[src/rtl/crti_ram.sv]
module crti_ram #(
   parameter int WIDTH = 32,
   parameter int DEPTH = 64
) (
   input  logic                     clock,
   input  logic                     wr_en,
   input  logic [$clog2(DEPTH)-1:0] wr_addr,
   input  logic [WIDTH-1:0]         wr_data,
   input  logic [$clog2(DEPTH)-1:0] rd_addr,
   output logic [WIDTH-1:0]         rd_data
);

   logic [WIDTH-1:0] mem_ff [DEPTH];
   logic [WIDTH-1:0] rd_data_ff;

   // Write one entry, read one entry registered
   always_ff @(posedge clock) begin
      if (wr_en) begin
         mem_ff[wr_addr] <= wr_data;
      end
      rd_data_ff <= mem_ff[rd_addr];
   end

   assign rd_data = rd_data_ff;

endmodule

[config.mk]
export PLATFORM = sky130hd
export DESIGN_NAME = crti_ram
export DESIGN_NICKNAME = d
export VERILOG_FILES = /design/src/rtl/crti_ram.sv
export SDC_FILE = /design/constraint.sdc
export NUM_CORES = 2
export LEC_CHECK = 0
export BUFFER_PORTS_ARGS = -buffer_cell sky130_fd_sc_hd__buf_2
export CORE_MARGIN = 10
export CORE_UTILIZATION = 50
export DETAILED_ROUTE_END_ITERATION = 12
export GPL_ROUTABILITY_DRIVEN = 0
export HOLD_SLACK_MARGIN = 0.06
export PLACE_DENSITY_LB_ADDON = 0.2
export RECOVER_POWER = 50
export SYNTH_ARGS = -nofsm -noshare
export SYNTH_HDL_FRONTEND = slang
export SYNTH_SLANG_ARGS = --single-unit
[constraint.sdc]
create_clock -name clock -period 4.6 [get_ports clock]
set_input_delay 0.69 -clock clock [delete_from_list [all_inputs] [get_ports clock]]
set_output_delay 0.69 -clock clock [all_outputs]
set_load 0.02 [all_outputs]
==> impl_metrics.toml <==
[timing]
max_freq_mhz = 310
tns_ns = 0
worst_clock_skew_ns = 0.0354
rsz0062_at_grt = "false"
relSlewSlack_pct = -133
min_period_ns = 3.23
worstMarginPinSlew_ns = 3.49
setup_viol = 0
hold-worst-slack_ns = 0.467
period_share_pct = 70.1
drv_slew = 1934
finalHoldViolations = 0

[drt]
drt_first_iter_violations = 4937
drt_pre_antenna_iters = 5
wl_um = 205000
routedWlPerCell_um = 34.9
antenna_left = 0
route.detailed.drc = 0
vias_per_cell = 6.35
vias = 37301

[layout]
nets = 3675
multiInputGateArea_um2 = 15900
layout_common_cells = "edfxtp_1, mux4_2, clkbuf_16"
mostFrequentLayoutCell = "edfxtp_1"
final_cell_area_um2 = 89400
fillers = 11069
seq_area_um2 = 62100
drive_gt1_share_pct = 29.8
area_growth_syn_to_layout_pct = 13.8

[power]
p_sw_share_pct = 21.5
total_power_w = 0.0395
seqPwrFrac_pct = 53.4
p_sw_w = 0.00849
comb_power_share_pct = 5.1
p_leak_nw = 27.9
max-vdd-ir-drop_v = 0.000414
powerDensity_nw_per_um2 = 443
power.clock.fraction_pct = 41.5
internal_power_w = 0.0311

[setup_path]
path_max_fanout = 48
path_cells = "clkbuf_1, clkbuf_1"
reg2reg_depth = 4
cp.required_ns = 4.85
start_kind = "primary input"
critPathKind = "in -> reg"
crit_arrival_ns = 3.48
crit_path_frequent_cell = "clkbuf_1"
crit_path_max_incr_delay_ns = 1.83
path_delay_family = "buffers and inverters"
endpoint_kind = "flip-flop"
path_depth = 2
path_buf_inv = 2
slowest_stage = "clkbuf_1"

[yosys]
synth_cells = 3324
async_flop_share_pct = 0
yosysSeqAreaShare_pct = 79.1
synth_top_area_cell = "edfxtp_1"
synth.area.top_cells = "edfxtp_1, mux4_2, mux2i_1, dfxtp_1, o22ai_1"
synth_top_area_share_pct = 78.3
post_synth_num_cell_types = 34
yosys_register_bits = 2080
yosys_warnings = 0
syn_avg_cell_area_um2 = 23.6
netlist_area_um2 = 78500
synth_enable_flop_cells = 2048
synthFlopType = "edfxtp_1"
synth.net_count = 3370

[cts]
cts_tree = "yes"
clk_latency_ns = 0.83
cts_root_buf = "clkbuf_16"
ctsResizeCount = 0
cts_setup_buffers = 0
cts_max_path_buffers = 3
cts_hold_buf = 0
cts_buffers = 204
htree_num_levels = 4
clk_pin_slew_ns = 0.06
cts.sinks = 2080

[flow_run]
maxCapViolCount = 38

[placement]
dp_hpwl_um = 121000
dpl-instance-area_um2 = 82900
port_buffers = 77

[die]
ios = 78
die-area_um2 = 173000
initial_utilization_pct = 50.3
die_h_um = 416
rows = 145
core_area_um2 = 156000
die_w_um = 416

[global_route]
grt_overflow_total = 0
antenna_found_initial = 21
grt_usage_pct = 23.6
grt_start_max_net_pins = 65
grt_pass1_vias = 38079
grt_pass1_wl_um = 290000

[status]
outcome = "finished, violations left"
violations = "max-capacitance violations, max-slew violations"

[worst_hold_path]
hp-class = "in -> reg"
holdPathStages = 3
==> worst paths after layout <==
check	from	end	slack [ns]
max	wr_data[9]	mem_ff[38][9]	1.37
min reg2reg	mem_ff[56][18]	rd_data[18]	0.88
min	rd_addr[4]	rd_data[25]	0.47
max reg2reg	mem_ff[1][9]	rd_data[9]	2.22
==> flip-flops by register name (all words and copies together), names as in the netlist <==
name	count
rd_data	32
mem_ff	2048
==> synthesized netlist by cell type (all sizes together) (7+ instances only) <==
| master | n |
|---|---|
| nor3 | 7 |
| o22ai | 84 |
| a22oi | 12 |
| dfxtp | 32 |
| o221ai | 27 |
| a21oi | 62 |
| nor2b | 15 |
| buf | 108 |
| mux2i | 93 |
| nand2 | 26 |
| nor2 | 137 |
| nand2b | 8 |
| a311oi | 8 |
| mux4 | 544 |
| edfxtp | 2048 |
| clkbuf | 74 |
==> power groups by stage <==
stage          combinational, W  sequential [W]  clock, W
6_report                0.00203          0.0211    0.0164
5_1_grt                 0.00214          0.0211    0.0174
4_1_cts                 0.00207          0.0211    0.0166
3_5_place_dp            0.00207          0.0215         0
3_3_place_gp            0.00202          0.0215         0
2_1_floorplan           0.00102          0.0215         0
==> layout make-up <==
type / instances / share of cell area, %
clock buffers: 265 / 6.06
multi-input cells: 1062 / 17.8
clock inverters: 118 / 1.35
repair buffers: 281 / 2.31
diodes: 8 / 0.0224
well taps: 2058 / 2.88
flip-flops and latches: 2080 / 69.5
==> layer usage <==
layer | up-vias | share of wire (%) | global-route usage, %
met5 | - | 0.012 | 0
met4 | 4 | 2.9 | 6.62
met3 | 288 | 8.4 | 4.42
met2 | 1862 | 50 | 39.0
met1 | 20239 | 39 | 32.3
li1 | 14908 | - | -
==> through the flow <==
step / utilization (%) / std cells / worst slack (ns)
2_1_floorplan: - / 3324 / 0.750
3_3_place_gp: 53.1 / 5481 / 0.661
3_5_place_dp: 53.1 / 5481 / 0.634
4_1_cts: 57.3 / 5864 / 1.54
5_1_grt: 57.2 / 5865 / 1.19
6_report: 57.2 / 5872 / 1.37
==> cells by family (layout without fill, tap and decap cells) <==
group / Yosys count / after routing / synth area share [%]
buf+inv: 182 / 664 / 1.13
mux: 637 / 637 / 16.8
other cells: 0 / 8 / 0
simple gates: 223 / 223 / 1.27
compound gates: 202 / 202 / 1.67
flops: 2080 / 2080 / 79.1
Power figures use the tool's default switching activity.
