[config.mk]
export PLATFORM = sky130hd
export DESIGN_NAME = crti_ctrl
export DESIGN_NICKNAME = d
export VERILOG_FILES = /design/src/rtl/crti_pkg.sv /design/src/rtl/crti_ctrl.sv
export SDC_FILE = /design/constraint.sdc
export NUM_CORES = 1
export LEC_CHECK = 0
export BUFFER_PORTS_ARGS = -buffer_cell sky130_fd_sc_hd__buf_2
export CORE_MARGIN = 4
export CORE_UTILIZATION = 55
export DETAILED_ROUTE_END_ITERATION = 12
export PLACE_DENSITY_LB_ADDON = 0.15
export SYNTH_ARGS = -nofsm -noshare
export SYNTH_HDL_FRONTEND = slang
export SYNTH_SLANG_ARGS = --single-unit
[constraint.sdc]
create_clock -name clock -period 3.6 [get_ports clock]
set_input_delay 1.08 -clock clock [delete_from_list [all_inputs] [get_ports clock]]
set_output_delay 1.08 -clock clock [all_outputs]
set_load 0.02 [all_outputs]
[src/rtl/crti_pkg.sv]
package crti_pkg;

   // Table geometry and fixed-point format
   localparam int TABLE_DEPTH = 64;
   localparam int IDX_W       = 6;
   localparam int CNT_W       = 7;
   localparam int FRAC_BITS   = 16;
   localparam int DATA_W      = 32;
   localparam int ACC_W       = 64;
   localparam int COEF_W      = 40;
   localparam int CSR_AW      = 3;

   // Divider sizing: |x - x_base| and |x_hi - x_lo| stay below 2^32
   localparam int MAG_W   = 32;
   localparam int DVD_W   = MAG_W + FRAC_BITS;
   localparam int MU_W    = DVD_W + 1;
   localparam int DCNT_W  = $clog2(DVD_W + 1);

   // Input function codes
   localparam logic FUNC_LOAD  = 1'b0;
   localparam logic FUNC_QUERY = 1'b1;

   // Register indexes (paddr bit 2)
   localparam logic REG_POINT_COUNT = 1'b0;
   localparam logic REG_EXTRAP_MODE = 1'b1;

   // Result status codes
   localparam logic [1:0] STATUS_OK         = 2'd0;
   localparam logic [1:0] STATUS_EMPTY      = 2'd1;
   localparam logic [1:0] STATUS_ZERO_WIDTH = 2'd2;

   // Datapath operations
   localparam logic [3:0] OP_NOP      = 4'd0;
   localparam logic [3:0] OP_TAKE     = 4'd1;
   localparam logic [3:0] OP_CAP_X0   = 4'd2;
   localparam logic [3:0] OP_CAP_LO   = 4'd3;
   localparam logic [3:0] OP_CAP_HI   = 4'd4;
   localparam logic [3:0] OP_CAP_YM   = 4'd5;
   localparam logic [3:0] OP_CAP_YP   = 4'd6;
   localparam logic [3:0] OP_DIV      = 4'd7;
   localparam logic [3:0] OP_EDGE     = 4'd8;
   localparam logic [3:0] OP_COEF     = 4'd9;
   localparam logic [3:0] OP_MUL      = 4'd10;
   localparam logic [3:0] OP_EMIT_ERR = 4'd11;
   localparam logic [3:0] OP_EMIT_ONE = 4'd12;
   localparam logic [3:0] OP_EMIT_RES = 4'd13;

   // Addend chosen for a multiply-accumulate step
   localparam logic [1:0] ADD_C2     = 2'd0;
   localparam logic [1:0] ADD_C1     = 2'd1;
   localparam logic [1:0] ADD_TWO_Y1 = 2'd2;
   localparam logic [1:0] ADD_YBASE  = 2'd3;

   localparam logic signed [ACC_W-1:0] CLAMP_POS = 64'sh4000_0000_0000_0000;
   localparam logic signed [ACC_W-1:0] CLAMP_NEG = -64'sh4000_0000_0000_0000;
   localparam logic signed [ACC_W-1:0] SAT_POS   = 64'sh0000_0000_7FFF_FFFF;
   localparam logic signed [ACC_W-1:0] SAT_NEG   = -64'sh0000_0000_8000_0000;

   typedef struct packed {
      logic [3:0]       op;
      logic [IDX_W-1:0] x_addr;
      logic [IDX_W-1:0] y_addr;
      logic             at_upper;
      logic             cubic;
      logic             mirror_lo;
      logic             mirror_hi;
      logic [1:0]       addend;
      logic [1:0]       status;
   } dp_cmd_type;

   typedef struct packed {
      logic x_le_x0;
      logic x_ge_rd;
      logic rd_ge_x;
      logic d_zero;
      logic div_done;
      logic mul_done;
   } dp_stat_type;

   function automatic logic signed [ACC_W-1:0] clamp62(input logic signed [ACC_W-1:0] v);
      logic signed [ACC_W-1:0] r;
      r = v;
      if (v > CLAMP_POS) r = CLAMP_POS;
      if (v < CLAMP_NEG) r = CLAMP_NEG;
      return r;
   endfunction

   function automatic logic signed [DATA_W-1:0] sat32(input logic signed [ACC_W-1:0] v);
      logic signed [ACC_W-1:0] r;
      r = v;
      if (v > SAT_POS) r = SAT_POS;
      if (v < SAT_NEG) r = SAT_NEG;
      return r[DATA_W-1:0];
   endfunction

endpackage

[src/rtl/crti_ctrl.sv]
module crti_ctrl (
   input  logic                          clock,
   input  logic                          reset,
   input  logic                          start,
   input  logic                          req_func,
   input  logic [crti_pkg::CNT_W-1:0]    cfg_count,
   input  logic                          cfg_mode,
   input  crti_pkg::dp_stat_type         stat,
   output logic                          busy,
   output crti_pkg::dp_cmd_type          cmd
);

   localparam int NW = crti_pkg::CNT_W;
   localparam int IW = crti_pkg::IDX_W;

   localparam logic [4:0] ST_IDLE     = 5'd0;
   localparam logic [4:0] ST_CHECK    = 5'd1;
   localparam logic [4:0] ST_ONE      = 5'd2;
   localparam logic [4:0] ST_RD_LAST  = 5'd3;
   localparam logic [4:0] ST_CMP      = 5'd4;
   localparam logic [4:0] ST_SCAN     = 5'd5;
   localparam logic [4:0] ST_F0       = 5'd6;
   localparam logic [4:0] ST_F1       = 5'd7;
   localparam logic [4:0] ST_F2       = 5'd8;
   localparam logic [4:0] ST_F3       = 5'd9;
   localparam logic [4:0] ST_F4       = 5'd10;
   localparam logic [4:0] ST_PREP     = 5'd11;
   localparam logic [4:0] ST_DIV      = 5'd12;
   localparam logic [4:0] ST_EDGE     = 5'd13;
   localparam logic [4:0] ST_COEF     = 5'd14;
   localparam logic [4:0] ST_MUL_GO   = 5'd15;
   localparam logic [4:0] ST_MUL_WAIT = 5'd16;
   localparam logic [4:0] ST_FIN      = 5'd17;

   logic [4:0]    state_ff, state_in;
   logic [NW-1:0] n_ff, n_in;
   logic [IW-1:0] idx_ff, idx_in;
   logic          mode_ff, mode_in;
   logic          cubic_ff, cubic_in;
   logic          upper_ff, upper_in;
   logic [1:0]    k_ff, k_in;

   logic [IW-1:0] last_idx;
   logic [IW-1:0] pen_idx;

   assign last_idx = IW'(n_ff - NW'(1));
   assign pen_idx  = IW'(n_ff - NW'(2));

   always_ff @(posedge clock) begin
      if (reset) begin
         state_ff <= ST_IDLE;
         n_ff     <= '0;
         idx_ff   <= '0;
         mode_ff  <= 1'b0;
         cubic_ff <= 1'b0;
         upper_ff <= 1'b0;
         k_ff     <= '0;
      end else begin
         state_ff <= state_in;
         n_ff     <= n_in;
         idx_ff   <= idx_in;
         mode_ff  <= mode_in;
         cubic_ff <= cubic_in;
         upper_ff <= upper_in;
         k_ff     <= k_in;
      end
   end

   always_comb begin
      state_in = state_ff;
      n_in     = n_ff;
      idx_in   = idx_ff;
      mode_in  = mode_ff;
      cubic_in = cubic_ff;
      upper_in = upper_ff;
      k_in     = k_ff;

      cmd           = '0;
      cmd.op        = crti_pkg::OP_NOP;
      cmd.at_upper  = upper_ff;
      cmd.cubic     = cubic_ff;
      cmd.mirror_lo = idx_ff == '0;
      cmd.mirror_hi = ({1'b0, idx_ff} + NW'(2)) >= n_ff;
      cmd.status    = crti_pkg::STATUS_OK;
      if (!cubic_ff) begin
         cmd.addend = crti_pkg::ADD_YBASE;
      end else if (k_ff == 2'd0) begin
         cmd.addend = crti_pkg::ADD_C2;
      end else if (k_ff == 2'd1) begin
         cmd.addend = crti_pkg::ADD_C1;
      end else begin
         cmd.addend = crti_pkg::ADD_TWO_Y1;
      end

      case (state_ff)
         ST_IDLE: begin
            if (start && req_func == crti_pkg::FUNC_QUERY) begin
               cmd.op   = crti_pkg::OP_TAKE;
               n_in     = (cfg_count > NW'(crti_pkg::TABLE_DEPTH)) ?
                          NW'(crti_pkg::TABLE_DEPTH) : cfg_count;
               mode_in  = cfg_mode;
               state_in = ST_CHECK;
            end
         end
         // Empty table, single point, or start the range check
         ST_CHECK: begin
            if (n_ff == '0) begin
               cmd.op     = crti_pkg::OP_EMIT_ERR;
               cmd.status = crti_pkg::STATUS_EMPTY;
               state_in   = ST_IDLE;
            end else if (n_ff == NW'(1)) begin
               cmd.y_addr = '0;
               state_in   = ST_ONE;
            end else begin
               cmd.x_addr = '0;
               state_in   = ST_RD_LAST;
            end
         end
         ST_ONE: begin
            cmd.op   = crti_pkg::OP_EMIT_ONE;
            state_in = ST_IDLE;
         end
         ST_RD_LAST: begin
            cmd.op     = crti_pkg::OP_CAP_X0;
            cmd.x_addr = last_idx;
            state_in   = ST_CMP;
         end
         // Pick the interval: below the table, above it, or scan
         ST_CMP: begin
            if (stat.x_le_x0) begin
               idx_in   = '0;
               upper_in = 1'b0;
               cubic_in = mode_ff;
               state_in = ST_F0;
            end else if (stat.x_ge_rd) begin
               idx_in   = pen_idx;
               upper_in = !mode_ff;
               cubic_in = mode_ff;
               state_in = ST_F0;
            end else begin
               idx_in     = IW'(1);
               cmd.x_addr = IW'(1);
               upper_in   = 1'b0;
               cubic_in   = 1'b1;
               state_in   = ST_SCAN;
            end
         end
         // One entry per cycle; the next read is always in flight
         ST_SCAN: begin
            cmd.x_addr = idx_ff + IW'(1);
            if (stat.rd_ge_x) begin
               idx_in   = idx_ff - IW'(1);
               state_in = ST_F0;
            end else begin
               idx_in = idx_ff + IW'(1);
            end
         end
         ST_F0: begin
            cmd.x_addr = idx_ff;
            cmd.y_addr = idx_ff;
            state_in   = ST_F1;
         end
         ST_F1: begin
            cmd.op     = crti_pkg::OP_CAP_LO;
            cmd.x_addr = idx_ff + IW'(1);
            cmd.y_addr = idx_ff + IW'(1);
            state_in   = ST_F2;
         end
         ST_F2: begin
            cmd.op     = crti_pkg::OP_CAP_HI;
            cmd.y_addr = idx_ff - IW'(1);
            state_in   = ST_F3;
         end
         ST_F3: begin
            cmd.op     = crti_pkg::OP_CAP_YM;
            cmd.y_addr = idx_ff + IW'(2);
            state_in   = ST_F4;
         end
         ST_F4: begin
            cmd.op   = crti_pkg::OP_CAP_YP;
            state_in = ST_PREP;
         end
         ST_PREP: begin
            if (stat.d_zero) begin
               cmd.op     = crti_pkg::OP_EMIT_ERR;
               cmd.status = crti_pkg::STATUS_ZERO_WIDTH;
               state_in   = ST_IDLE;
            end else begin
               cmd.op   = crti_pkg::OP_DIV;
               state_in = ST_DIV;
            end
         end
         ST_DIV: begin
            if (stat.div_done) begin
               state_in = ST_EDGE;
            end
         end
         ST_EDGE: begin
            cmd.op   = crti_pkg::OP_EDGE;
            state_in = ST_COEF;
         end
         ST_COEF: begin
            cmd.op   = crti_pkg::OP_COEF;
            k_in     = '0;
            state_in = ST_MUL_GO;
         end
         // Horner steps: three for the cubic, one for the end slope
         ST_MUL_GO: begin
            cmd.op   = crti_pkg::OP_MUL;
            state_in = ST_MUL_WAIT;
         end
         ST_MUL_WAIT: begin
            if (stat.mul_done) begin
               if (!cubic_ff || k_ff == 2'd2) begin
                  state_in = ST_FIN;
               end else begin
                  k_in     = k_ff + 2'd1;
                  state_in = ST_MUL_GO;
               end
            end
         end
         ST_FIN: begin
            cmd.op   = crti_pkg::OP_EMIT_RES;
            state_in = ST_IDLE;
         end
         default: begin
            state_in = ST_IDLE;
         end
      endcase
   end

   assign busy = state_ff != ST_IDLE;

endmodule

==> run summary <==
Clock-pin slew on the worst setup and hold paths: 90 ps
Initial antenna violation count: 0
Root buffer cell: clkbuf_8
Sequential fraction of the synthesis area: 18.6%
Synth top area cells: dfxtp_1, ha_1, a21oi_1, nor2_1, nand2_1
Remaining antenna violation count: 0
WS Path Type: reg -> out
Nets: 415
Cell Area, Synth: 2470 um2
Arr. time, crit path: 2300 ps
Clock Latency Late Sink: 270 ps
H-tree levels: 1
Multi-input gate area: 1830 um2
Tcrit/Tclk final: 93.8%
Yosys reg bits: 23
Final Critical Period: 3380 ps
Async set-reset flop share out of synthesis: 0%
Post-synthesis area per instance: 7.08 um2
Most used DFF post-synth: dfxtp_1
Die span in y: 75.0 um
Post-synthesis cell type count: 58
Setup Skew: 1.65 ps
CP Capture Type: primary output
Design area: 2740 um2
Post-Synth Adder-Cell Area: 10.1%
Slew headroom: 49.2%
Status: finished clean
Antenna Cells: 0
Leakage power: 1.09 nW
WL final: 6750 um
Critical Path RT: 2520 ps
F_max: 0.296 GHz
Yosys warning total: 0
Largest family of logic cells by synthesized area: simple AND/OR/NAND/NOR gates
Synth Area in Compound Gates: 26.2%
Most instantiated cells after synthesis: nor2_1, nand2_1, a21oi_1, dfxtp_1, ha_1
Final HPWL DP: 5100 um
Peak VDD IR: 0.224 mV
Post-cts resize count: 0
Mux contribution to synthesized area: 1.77%
Worst Max-Slew Pin Slew: 760 ps
Placer congestion estimate: 0.901
Pin count of the biggest net entering global routing: 25
Core Box Area: 4350 um2
Worst min-delay path class: reg -> reg
Total gr overflow: 0
Vias per cell: 6.16
Num rows: 24
Setup TNS: 0 ps
Final slew viol count: 0
Slowest CP cell: nor2_1
Drt first-iter violations: 255
First-pass GRT wire length: 11,100 um
Crit Path Max Fanout: 15
DP Cell Count: 424
Syn Nets: 387
Synth Area in XOR/XNOR: 5.32%
CTS tree: done
CP max stage delay: 650 ps
Num CTS Buffers: 3
Synth-to-layout area growth: 10.7%
Layout fillers: 407
Cell Area, Placed: 2690 um2
RSZ-0062 raised after global routing: false
Max cap viols: 0
Starting density of the core: 56.8%
Clock Tree Buf Depth: 2
Yosys top cell area share: 18.6%
Yosys top cell by area: dfxtp_1
Crit path buf inv count: 1
Total track usage: 24.8%
Most frequent cell after synthesis: nor2_1
Sink Count: 23
Fin. Hold Viols: 0
CP delay by family, top: simple AND/OR/NAND/NOR gates
IO buf count: 42
Critical Path, Cell by Cell: nor2_1, and2_1, a21oi_1, a32oi_1, buf_2
R2r setup slk: 1460 ps
Die X: 75.0 um
Startpoint Class: register
# setup viols final: 0
Number of global-route vias before repair: 2,255
Layout cells sized above 1: 17.3%
Post-route insts no fill: 428
Pwr dens: 210 nW/um2
CTS Hold Bufs: 0
Initial DRT Pass Iterations: 5
Simple logic cell fraction of the synthesized area: 30.6%
Via count: 2,635
Post-synthesis cell count: 349
Postcts setup bufs: 0
WL/cell: 15.8 um
Post-synth EDFFs: 0
Remaining DRCs: 0
Die ar.: 5630 um2
# IOs: 43
Register area: 460 um2
cell type report:
type                       instances  share of cell area (%)
clock inverter                     1                   0.183
inverter                          15                    2.06
multi-input combinational        283                    66.9
tap                               52                    2.38
clock buffer                       3                    1.51
sequential                        23                    16.8
timing repair buffer              51                    10.2
metal layers:
metal / part of all wire [%] / track usage [%] / wire length [um] / up-vias
li1: - / - / - / 1319
met1: 47 / 37.7 / 3170 / 1188
met2: 44 / 37.3 / 2960 / 124
met3: 8.6 / 3.34 / 584 / 4
met4: 0.56 / 4.35 / 38 / 0
met5: 0 / 0 / 0 / -
worst paths after layout:
check / start / end / depth (start not counted)
setup / recovery: state_ff[0]$_SDFFE_PP0P_ / cmd[12] / 5
hold / removal: mode_ff$_SDFFE_PP0P_ / mode_ff$_SDFFE_PP0P_ / 2
setup reg to reg: state_ff[2]$_SDFFE_PP0P_ / state_ff[0]$_SDFFE_PP0P_ / 6
hold reg to reg: mode_ff$_SDFFE_PP0P_ / mode_ff$_SDFFE_PP0P_ / 2
metrics by stage:
step | worst slack [ps] | hold slack (ps) | power [W] | utilization [%]
2_1_floorplan | 687 | 450 | 0.000365 | -
3_3_place_gp | 594 | 464 | 0.000407 | 61.8
3_5_place_dp | 581 | 471 | 0.000408 | 61.8
4_1_cts | 277 | 484 | 0.000574 | 62.8
5_1_grt | 89.8 | 523 | 0.000606 | 62.8
6_report | 222 | 486 | 0.000574 | 62.8
cell families after synthesis:
kind of cell	Yosys count
and+or+nand+nor	145
DFF	23
xor gates and xnor gates	15
adders and majority gates	20
muxes	3
buffers and inverters	43
AOI/OAI and AO/OA	100
flip-flops by register name (all words and copies together) (netlist names):
name and flops:
mode_ff 1, cubic_ff 1, upper_ff 1, idx_ff 6, n_ff 7, state_ff 5
k_ff 2
worst reg2reg max path: stages, from the launching register on:
cell and delay (ps):
dfxtp_1 570, buf_4 240, or3b_1 370, or3_1 350
nand4_1 160, a221o_1 220, a221oi_1 110
where the power goes:
group | total (W) | switching, W | internal [W]
clock network | 0.000170 | 0.0000927 | 0.0000775
registers | 0.000268 | 0.00000924 | 0.000259
logic | 0.000135 | 0.0000820 | 0.0000533
total | 0.000574 | 0.000184 | 0.000390
cell usage in the layout, fill, tap and decap left out, types with 9 or more instances in the layout:
| cell type | netlist | routed |
|---|---|---|
| dfxtp_1 | 23 | 23 |
| a21oi_1 | 28 | 28 |
| buf_2 | 10 | 42 |
| nor3b_1 | 10 | 10 |
| buf_4 | 2 | 9 |
| o21ai_0 | 18 | 18 |
| nor3_1 | 13 | 13 |
| xnor2_1 | 12 | 12 |
| ha_1 | 20 | 20 |
| nand3_1 | 15 | 15 |
| nand2_1 | 30 | 30 |
| inv_1 | 15 | 15 |
| nor2_1 | 34 | 34 |
No activity file was read; power rests on OpenSTA's default activity.
